--- config.mk ---
export PLATFORM = sky130hd
export DESIGN_NAME = gauss_seidel_4x4_solver
export DESIGN_NICKNAME = d
export VERILOG_FILES = /design/src/hdl/gs4_pkg.sv /design/src/hdl/gauss_seidel_4x4_solver.sv /design/src/hdl/gs4_ram.sv /design/src/hdl/gs4_div.sv
export SDC_FILE = /design/constraint.sdc
export NUM_CORES = 2
export LEC_CHECK = 0
export BUFFER_PORTS_ARGS = -buffer_cell sky130_fd_sc_hd__buf_4
export CAP_MARGIN = 20
export CORE_ASPECT_RATIO = 0.7
export CORE_MARGIN = 3
export CORE_UTILIZATION = 40
export CTS_BUF_LIST = sky130_fd_sc_hd__clkbuf_16
export DETAILED_ROUTE_END_ITERATION = 7
export PLACE_DENSITY_LB_ADDON = 0.15
export SYNTH_ARGS = -nofsm -noshare
export SYNTH_HDL_FRONTEND = slang
export SYNTH_SLANG_ARGS = --single-unit
--- constraint.sdc ---
create_clock -name clk -period 11.5 [get_ports clk]
set_input_delay 1.15 -clock clk [delete_from_list [all_inputs] [get_ports clk]]
set_output_delay 1.15 -clock clk [all_outputs]
set_load 0.01 [all_outputs]
--- src/hdl/gs4_pkg.sv ---
// Package with types and constants of the 4x4 Gauss-Seidel solver.
package gs4_pkg;
	localparam int FRAC_BITS = 16;
	localparam int MAX_ITERATIONS = 63;
	localparam int N = 4;
	localparam int COEF_DEPTH = 20;
	localparam int COEF_AW = 5;
	localparam int RHS_COL = 4;
	localparam logic [1:0] OP_LOAD_COEF = 2'd0;
	localparam logic [1:0] OP_LOAD_GUESS = 2'd1;
	localparam logic [1:0] OP_RUN = 2'd2;
	localparam logic [1:0] OP_UNUSED = 2'd3;
	localparam logic signed [31:0] POS_MAX = 32'sh7fffffff;
	localparam logic signed [31:0] NEG_MIN = 32'sh80000000;

	typedef enum logic [2:0] {
		ST_IDLE,
		ST_EMIT,
		ST_READ,
		ST_MAC,
		ST_DIV,
		ST_WRITE
	} state_t;

	// Handshake between the sequencer and the divider.
	typedef struct packed {
		logic start;
		logic busy;
		logic done;
	} div_ctl_t;
endpackage

--- src/hdl/gauss_seidel_4x4_solver.sv ---
// Top level of the 4x4 Gauss-Seidel solver.
//  channel | signals                                  | direction
//  input   | in_valid in_stall op row col value iterations | in
//  output  | out_valid out_stall step x_* divide_fault last | out
// Load items may come back to back while the sequencer is idle and no result is stalled.
// A sweep row takes a read setup state, coefficient reads and products for columns 0..4,
// the divider (start, 80 quotient bits, done; no quotient bits on a zero diagonal) and a write.
// Each sweep ends with its result; a run holds the input until its last result is issued.
// Reset clears the control, the guesses and the working vector; the
// coefficient memory is not cleared. A stalled result holds the sequencer when it reaches the next result.
module gauss_seidel_4x4_solver import gs4_pkg::*; (
	input  logic               clk,
	input  logic               arst_n,
	input  logic               in_valid,
	output logic               in_stall,
	input  logic [1:0]         op,
	input  logic [1:0]         row,
	input  logic [2:0]         col,
	input  logic signed [31:0] value,
	input  logic [5:0]         iterations,
	output logic               out_valid,
	input  logic               out_stall,
	output logic [5:0]         step,
	output logic signed [31:0] x_first,
	output logic signed [31:0] x_second,
	output logic signed [31:0] x_third,
	output logic signed [31:0] x_fourth,
	output logic               divide_fault,
	output logic               last
);
	state_t state_q, state_d;
	logic signed [31:0] guess_q [N];
	logic signed [31:0] x_q [N];
	logic               fault_q;
	logic [5:0]         iters_q;
	logic [5:0]         iter_q;
	logic [1:0]         r_q;
	logic [2:0]         c_q;
	logic [2:0]         cr_q;
	logic               rd_v_s1;
	logic signed [63:0] acc_q;
	logic signed [31:0] diag_q;
	logic signed [63:0] prod_s2;
	logic               prod_v_s2;
	logic [2:0]         prod_c_s2;
	logic               div_go_q;
	logic               accept;
	logic               out_take;
	logic               div_start;
	logic               emit_go;
	logic [COEF_AW-1:0] raddr;
	logic [COEF_AW-1:0] waddr;
	logic               we;
	logic [31:0]        rdata;
	logic signed [31:0] quot;
	logic               zden;
	div_ctl_t           dctl;
	logic [5:0]         iters_clamp;
	logic [1:0]         prod_r;

	assign accept = in_valid && !in_stall;
	assign out_take = out_valid && !out_stall;
	assign in_stall = (state_q != ST_IDLE) || (out_valid && out_stall);
	assign iters_clamp = (iterations > 6'(MAX_ITERATIONS)) ? 6'(MAX_ITERATIONS) : iterations;

	// Coefficient memory: write on loads, read during sweeps.
	assign we = accept && (op == OP_LOAD_COEF) && (col <= 3'(RHS_COL));
	assign waddr = COEF_AW'({3'b000, row} * 5 + {2'b00, col});
	assign raddr = COEF_AW'({3'b000, r_q} * 5 + {2'b00, c_q});

	gs4_ram #(.WIDTH(32), .DEPTH(COEF_DEPTH)) u_coef (
		.clk(clk), .we(we), .waddr(waddr), .wdata(value),
		.raddr(raddr), .rdata(rdata)
	);

	gs4_div u_div (
		.clk(clk), .arst_n(arst_n), .start(div_start), .num(acc_q), .den(diag_q),
		.ctl(dctl), .quot(quot), .zero_den(zden)
	);

	// Next state.
	always_comb begin
		state_d = state_q;
		unique case (state_q)
			ST_IDLE: begin
				if (accept && op == OP_RUN) begin
					state_d = ST_EMIT;
				end
			end
			ST_EMIT: begin
				if (!out_valid || out_take) begin
					state_d = (iter_q == iters_q) ? ST_IDLE : ST_READ;
				end
			end
			ST_READ: state_d = ST_MAC;
			ST_MAC: begin
				if (prod_v_s2 && prod_c_s2 == 3'(RHS_COL)) begin
					state_d = ST_DIV;
				end
			end
			ST_DIV: begin
				if (dctl.done) begin
					state_d = ST_WRITE;
				end
			end
			ST_WRITE: state_d = (r_q == 2'(N - 1)) ? ST_EMIT : ST_READ;
			default: state_d = ST_IDLE;
		endcase
	end

	// Outputs of the sequencer.
	always_comb begin
		emit_go = 1'b0;
		unique case (state_q)
			ST_EMIT: emit_go = !out_valid || out_take;
			default: begin
			end
		endcase
	end

	// The divider starts in the cycle after the last product, once the numerator is complete.
	assign div_start = div_go_q;

	assign prod_r = r_q;

	// Control registers.
	always_ff @(posedge clk or negedge arst_n) begin
		if (!arst_n) begin
			state_q <= ST_IDLE;
			out_valid <= 1'b0;
			fault_q <= 1'b0;
			rd_v_s1 <= 1'b0;
			prod_v_s2 <= 1'b0;
			div_go_q <= 1'b0;
			r_q <= '0;
			c_q <= '0;
			iter_q <= '0;
			iters_q <= '0;
			for (int i = 0; i < N; i++) begin
				guess_q[i] <= '0;
				x_q[i] <= '0;
			end
		end else begin
			state_q <= state_d;
			if (accept && op == OP_LOAD_GUESS) begin
				guess_q[row] <= value;
			end
			if (accept && op == OP_RUN) begin
				for (int i = 0; i < N; i++) begin
					x_q[i] <= guess_q[i];
				end
				fault_q <= 1'b0;
				iter_q <= '0;
				iters_q <= iters_clamp;
			end
			if (emit_go) begin
				out_valid <= 1'b1;
				r_q <= '0;
				c_q <= '0;
			end else if (out_take) begin
				out_valid <= 1'b0;
			end
			// Read column addresses 0..4 of the current row, one a cycle.
			rd_v_s1 <= 1'b0;
			if ((state_q == ST_READ) || (state_q == ST_MAC && c_q != 3'd0)) begin
				rd_v_s1 <= 1'b1;
				c_q <= (c_q == 3'(RHS_COL)) ? 3'd0 : c_q + 3'd1;
			end
			prod_v_s2 <= rd_v_s1;
			div_go_q <= (state_q == ST_MAC) && prod_v_s2 && (prod_c_s2 == 3'(RHS_COL));
			if (state_q == ST_WRITE) begin
				x_q[r_q] <= quot;
				if (zden) begin
					fault_q <= 1'b1;
				end
				if (r_q == 2'(N - 1)) begin
					iter_q <= iter_q + 6'd1;
				end else begin
					r_q <= r_q + 2'd1;
				end
			end
		end
	end

	// Product stage and accumulator for the current row.
	always_ff @(posedge clk) begin
		cr_q <= c_q;
		prod_c_s2 <= cr_q;
		if (rd_v_s1) begin
			if (cr_q == 3'(RHS_COL)) begin
				prod_s2 <= 64'($signed(rdata));
			end else begin
				prod_s2 <= ($signed(rdata) * x_q[cr_q[1:0]]) >>> FRAC_BITS;
			end
			if (cr_q[1:0] == prod_r && cr_q != 3'(RHS_COL)) begin
				diag_q <= $signed(rdata);
			end
		end
		if (state_q == ST_READ) begin
			acc_q <= '0;
		end else if (prod_v_s2) begin
			if (prod_c_s2 == 3'(RHS_COL)) begin
				acc_q <= prod_s2 - acc_q;
			end else if (prod_c_s2[1:0] != prod_r) begin
				acc_q <= acc_q + prod_s2;
			end
		end
		if (emit_go) begin
			step <= iter_q;
			x_first <= x_q[0];
			x_second <= x_q[1];
			x_third <= x_q[2];
			x_fourth <= x_q[3];
			divide_fault <= fault_q;
			last <= (iter_q == iters_q);
		end
	end
endmodule

--- src/hdl/gs4_ram.sv ---
// Generic simple dual-port RAM (one write port, one read port) with registered read.
module gs4_ram #(
	parameter int WIDTH = 32,
	parameter int DEPTH = 20,
	parameter int AW = (DEPTH > 1) ? $clog2(DEPTH) : 1
) (
	input  logic             clk,
	input  logic             we,
	input  logic [AW-1:0]    waddr,
	input  logic [WIDTH-1:0] wdata,
	input  logic [AW-1:0]    raddr,
	output logic [WIDTH-1:0] rdata
);
	logic [WIDTH-1:0] mem [DEPTH];

	// Write port and registered read port.
	always_ff @(posedge clk) begin
		if (we) begin
			mem[waddr] <= wdata;
		end
		rdata <= mem[raddr];
	end
endmodule

--- src/hdl/gs4_div.sv ---
// Restoring divider giving a saturated signed fixed-point quotient.
module gs4_div import gs4_pkg::*; (
	input  logic               clk,
	input  logic               arst_n,
	input  logic               start,
	input  logic signed [63:0] num,
	input  logic signed [31:0] den,
	output div_ctl_t           ctl,
	output logic signed [31:0] quot,
	output logic               zero_den
);
	// Dividend magnitude is shifted left by FRAC_BITS; 64+FRAC_BITS bits of quotient.
	localparam int QW = 64 + FRAC_BITS;
	localparam int CW = $clog2(QW + 1);

	logic [QW-1:0] dvd_q;
	logic [QW-1:0] q_q;
	logic [32:0]   rem_q;
	logic [31:0]   ud_q;
	logic          neg_q;
	logic          run_q;
	logic          done_q;
	logic [CW-1:0] cnt_q;
	logic          zden_q;
	logic          npos_q;
	logic          nneg_q;

	logic [63:0] un;
	logic [31:0] ud;
	logic [33:0] trial;
	logic [32:0] shifted;

	assign un = num[63] ? 64'(-num) : 64'(num);
	assign ud = den[31] ? 32'(-den) : 32'(den);
	assign shifted = {rem_q[31:0], dvd_q[QW-1]};
	assign trial = {1'b0, shifted} - {2'b00, ud_q};

	// One quotient bit per cycle.
	always_ff @(posedge clk or negedge arst_n) begin
		if (!arst_n) begin
			run_q <= 1'b0;
			done_q <= 1'b0;
			cnt_q <= '0;
		end else begin
			done_q <= 1'b0;
			if (start) begin
				run_q <= (den != 32'sd0);
				done_q <= (den == 32'sd0);
				cnt_q <= CW'(QW);
			end else if (run_q) begin
				cnt_q <= cnt_q - 1'b1;
				if (cnt_q == CW'(1)) begin
					run_q <= 1'b0;
					done_q <= 1'b1;
				end
			end
		end
	end

	// Datapath of the divider.
	always_ff @(posedge clk) begin
		if (start) begin
			dvd_q <= {un, {FRAC_BITS{1'b0}}};
			q_q <= '0;
			rem_q <= '0;
			ud_q <= ud;
			neg_q <= num[63] ^ den[31];
			zden_q <= (den == 32'sd0);
			npos_q <= !num[63] && (num != 64'sd0);
			nneg_q <= num[63];
		end else if (run_q) begin
			dvd_q <= {dvd_q[QW-2:0], 1'b0};
			if (!trial[33]) begin
				rem_q <= trial[32:0];
				q_q <= {q_q[QW-2:0], 1'b1};
			end else begin
				rem_q <= shifted;
				q_q <= {q_q[QW-2:0], 1'b0};
			end
		end
	end

	// Saturate and apply the sign; a zero denominator gives the limit of the numerator's sign, or zero.
	always_comb begin
		if (zden_q) begin
			quot = npos_q ? POS_MAX : (nneg_q ? NEG_MIN : 32'sd0);
		end else if (q_q[QW-1:31] != '0) begin
			quot = neg_q ? NEG_MIN : POS_MAX;
		end else if (neg_q) begin
			quot = 32'(-$signed({1'b0, q_q[30:0]}));
		end else begin
			quot = {1'b0, q_q[30:0]};
		end
	end

	assign zero_den = zden_q;
	assign ctl.start = start;
	assign ctl.busy = run_q;
	assign ctl.done = done_q;
endmodule

Word-level counts from Yosys, hierarchy flattened --
Memories as Yosys holds them, arrays and structs flattened. A register that Yosys moved wholly into a read port is not among the register bits. Cells that the tools add are included.
Storage, ports and cells: output and inout port bits 138, RAM bits 640, logic and storage cells 186, memories 1, register bits after elaboration 804, bits of input ports 49
Cells by class: bitwise logic cells 4, mux-type cells 60, $mul 3, magnitude comparators 7, equal/unequal tests 20, add/sub/neg operators 12, reductions and logical operators 37
Memory list:
- u_coef.mem | words 20, width 32, read ports 1, clocked after memory_dff 1, wr ports 1, line gs4_ram.sv:14 | logic [WIDTH-1:0] mem [DEPTH];
Operators with widths (count):
- $mux W32 | 11
- $bwmux W128 | 2
- $mux W128 | 2
- $mux W64 | 4
- $mux W80 | 2
- $demux W32 S2 | 2
- $add A64 B64 Y64 | 1
- $bmux W32 S2 | 1
- $mul A32 B32 Y64 | 1
- $neg A64 Y64 | 1
- $reduce_bool A64 Y1 | 1
- $sub A64 B64 Y64 | 1
- $reduce_bool A49 Y1 | 1
- $sub A33 B32 Y34 | 1
- $logic_not A32 Y1 | 1
- $neg A31 Y32 | 1
- $neg A32 Y32 | 1
- $reduce_bool A32 Y1 | 1
- $mux W31 | 1
- $mux W6 | 4
- $mux W3 | 7
- $pmux W3 S6 | 1
- $mux W1 | 16
- $eq A3 B3 Y1 const B | 5
- other kinds (34) | 74

Longest topological paths before layout --
depth after elaboration 8, depth in mapped cells 34, depth with buffers taken out 29

Cells and area by module --
A second synthesis with hierarchy kept.
Second synthesis, totals: cells, all modules 9129, area, all modules 101406.0 µm²
By module, submodules not included:
- gauss_seidel_4x4_solver | instances 1, area each 62672.6 µm², sequential area each 14919.3 µm², cells each 6285
- gs4_ram | instances 1, area each 25459.4 µm², sequential area each 19859.0 µm², cells each 1362
- gs4_div | instances 1, area each 13274.0 µm², sequential area each 5470.2 µm², cells each 1482

Worst setup path after synthesis --
OpenSTA, ideal clock, no wires.
kind reg2reg, start point reg cr_q[0], end point reg prod_s2[62] (data pin), library setup time 0.270 ns, path buffers 4, arrival time 8.936 ns, cell stages (with the launch flop) 30, clock period less this slack 9.207 ns, required time 11.230 ns, slack 2.293 ns, cell sequence dfxtp_1 -> clkbuf_1 -> clkbuf_1 -> buf_1 -> mux4_2 -> clkbuf_1 -> nand2_1 -> inv_1 -> fa_1 -> fa_1 -> fa_1 -> fa_1 -> inv_1 -> fa_1 -> inv_1 -> fa_1 -> fa_1 -> fa_1 -> ha_1 -> a21oi_1 -> o21bai_1 -> a21o_1 -> a221oi_1 -> nor2_1 -> a211oi_1 -> o21ai_0 -> a21oi_1 -> o31ai_1 -> xnor2_1 -> a21oi_1
Between the ends: cells in the longest elaborated chain, start to end 6, elaborated cells between the ends (all ways) 7, those cells by class mul (1); eq/ne (1); mux (4); bitwise (1)
RTL lines:
- from (decl) | line gauss_seidel_4x4_solver.sv:39 | logic [2:0] cr_q;
- from (signal assigned) | line gauss_seidel_4x4_solver.sv:187 | cr_q <= c_q;
- $not A2 Y3 (not written as such) | line gauss_seidel_4x4_solver.sv:193 | prod_s2 <= ($signed(rdata) * x_q[cr_q[1:0]]) >>> FRAC_BITS;
- $bmux W32 S2 | line gauss_seidel_4x4_solver.sv:193
- $mux W32 (not written as such) (2 in a row) | line gauss_seidel_4x4_solver.sv:193
- $mul A32 B32 Y64 | line gauss_seidel_4x4_solver.sv:193
- $mux W64 * | line gauss_seidel_4x4_solver.sv:190 | if (cr_q == 3'(RHS_COL)) begin
- to (signal assigned) | line gauss_seidel_4x4_solver.sv:191 | prod_s2 <= 64'($signed(rdata));
- to (signal assigned) | line gauss_seidel_4x4_solver.sv:193
- to (decl) | line gauss_seidel_4x4_solver.sv:43 | logic signed [63:0] prod_s2;
Every way passes the cells marked *; elsewhere a longest branch is shown, timed or not. The select of a mux whose other input is x is not followed. A chain may end at the register's enable or synchronous reset.

Worst setup path in the final report --
start point reg cr_q[1], end point reg prod_s2[45] (data pin)
Same word-level chain as after synthesis.

==> results.toml <==
[critical_path]
crit_slowest_cell = "mux4_2"
cpMostUsedCell = "fa_1"
cp.arrival_ns = 10.54
critPathMaxFanout = 23
startpoint_type = "flip-flop"
crit_type = "flip-flop to flip-flop"
max_stage_delay_ns = 0.81
end_kind = "flip-flop"
required_ns = 12.03

[clock_tree]
post_cts_buffers = 0
h-tree-depth = 4
clock-sinks = 1460
insertion_delay_ns = 0.89
cts.reportedPaths.clkPinSlew_ns = 0.06
cts_tree = "yes"
cts-root-buf = "clkbuf_16"
clock_path_buffers = 4
postCtsHoldBufs = 0
cts-buffers-inserted = 159
cts.repair.resized = 0

[logic_synthesis]
syn_nets = 10100
ys_seq_area_share_pct = 40.3
yosysWarnings = 0
ys_seq_elements = 1460
ys.flop_type = "edfxtp_1"
yosysTopAreaCellShare_pct = 28.7
syn_area_um2 = 99900
syn_inst = 8699
yosysUniqueCellTypes = 82
synth_area_leaders = "edfxtp_1, fa_1, dfrtp_1"
async_flop_share_pct = 19.9
yosysTopAreaCell = "edfxtp_1"
yosysMostFrequentCell = "nand2_1"
ys_top_cells_by_count = "nand2_1, fa_1, inv_1"
synth_edf_count = 956
syn_avg_cell_area_um2 = 11.5

[outcome]
status = "complete, no violations"

[layout]
finalCoreUtilization_pct = 44.6
area_growth_pct = 10.1
drive_gt1_share_pct = 11.6
nets = 10100

[drt]
highest_layer = "met5"
routed_via_density = 5.49
wl_met2_mm = 132
wl_met3_mm = 27.2
routed_wl_mm = 313
wl_met1_mm = 146
vias = 66600
first_pass_iters = 6
antenna_left = 0
wl_per_cell_um = 25.8
drc_errors = 0
drt_iter0_markers = 6703

[timing]
finalSetupViolations = 0
finalSetupTns_ns = 0
skew_ns = 0.0937
tightest_slew_ns = 1.14
hold_viol_final = 0
rsz0062_at_grt = "false"
slew_violations = 0
max_freq_mhz = 99.9
post-route-period-util_pct = 87.1
period_minus_slack_ns = 10.01
slew_headroom_pct = 23.8

[job]
maxCapViolCount = 0

[place]
gp_congestion = 0.916
io_buffer_count = 186
hpwl_mm = 221

[floorplanning]
die_w_um = 603
die_h_um = 424
ios = 187
die-area_um2 = 256000
coreArea_um2 = 247000
start_util_pct = 40.5
row_count = 152

[global_routing]
overflow = 0
track_usage_pct = 24.6
grt_pass1_vias = 68400
antenna_found_initial = 29
grt_max_degree = 141
grt_pass1_wl_mm = 467

[worst_hold_path]
hp-class = "primary input to asynchronous set/reset pin"
## layout make-up
type                            instances  area [um^2]
Fill cell                           22900       137000
Inverter                             1032         3870
Clock inverter                        119          811
Sequential cell                      1460        40300
Tap cell                             3311         4140
Clock buffer                          163         4080
Multi-Input combinational cell       5716        54200
Antenna cell                            6         15.0
Timing Repair Buffer                  333         2570
## per-layer routing
metal  vias to the layer above  track usage (%)
met5                         -                0
met4                         2             5.92
met3                       372             5.21
met2                      2624             35.6
met1                     34700             37.4
li1                      28900                -
## state kept, by name, summed over array words and instances (netlist names), 6 cells and up
name	flops
u_coef.mem	640
guess_q	128
x_q	128
u_div.q_q	80
acc_q	64
u_div.dvd_q	64
prod_s2	48
diag_q	32
u_coef.rdata	32
u_div.rem_q	32
u_div.ud_q	32
x_first	32
x_fourth	32
x_second	32
x_third	32
u_div.cnt_q	7
iter_q	6
iters_q	6
step	6
## path summary, 6_finish.rpt
kind	endpoint	cells after the start	slack, ns	from
worst max register to register	prod_s2[45]	27	1.49	cr_q[1]
max in group asynchronous	u_div.cnt_q[6]	2	9.58	arst_n
worst min register to register	prod_c_s2[2]	0	0.39	cr_q[2]
min in group clk	prod_c_s2[2]	0	0.39	cr_q[2]
worst max-delay path	prod_s2[45]	27	1.49	cr_q[1]
worst min-delay path	prod_v_s2	1	0.30	arst_n
## kinds of logic after synthesis
group           after synthesis  synth area share, %
buf+inv                    1523                 5.74
compound gates             1066                 6.46
xor+xnor                    305                 2.67
mux                         476                 7.77
fa+ha+maj                  1385                 25.5
simple gates               2484                 11.6
flops                      1460                 40.3
## cells in the final DEF (no fill, tap or decap), drive strengths merged, types with 39 or more instances in the layout
master / count
nand2: 1172
o21ai: 268
and2: 521
a21oi: 375
clkinv: 55
a31oi: 74
clkbuf: 164
nor2: 420
edfxtp: 956
fa: 1085
xor2: 167
dfxtp: 214
buf: 332
mux4: 223
a21o: 74
mux2: 165
ha: 300
o31ai: 44
xnor2: 138
nand3: 53
nand2b: 39
mux2i: 88
dfrtp: 290
nor3: 57
inv: 1081
or3: 42
## metrics by stage
step / hold slack, ns / setup WS [ns] / instances / instance area (um^2)
finish: 0.296 / 1.49 / 12100 / 110000
global route: 0.344 / 1.06 / 12100 / 110000
CTS: 0.303 / 1.49 / 12100 / 110000
detailed placement: 0.373 / 1.54 / 11900 / 105000
global placement: 0.371 / 1.55 / 11900 / 105000
floorplan: 0.329 / 2.29 / 8699 / 99900
## worst max-delay path, delay by kind of cell, from the launching register on
family | cells | cell delay (ns)
AOI/OAI and AO/OA | 5 | 1.25
adders and majority gates | 9 | 4.51
muxes | 1 | 0.81
and+or+nand+nor | 4 | 0.97
DFF | 1 | 0.59
buffers and inverters | 7 | 1.34
xor gates and xnor gates | 1 | 0.15
Power is left out: the tool's default activity adds up to more than one toggle a clock period on the data nets, which glitch-free logic cannot reach.
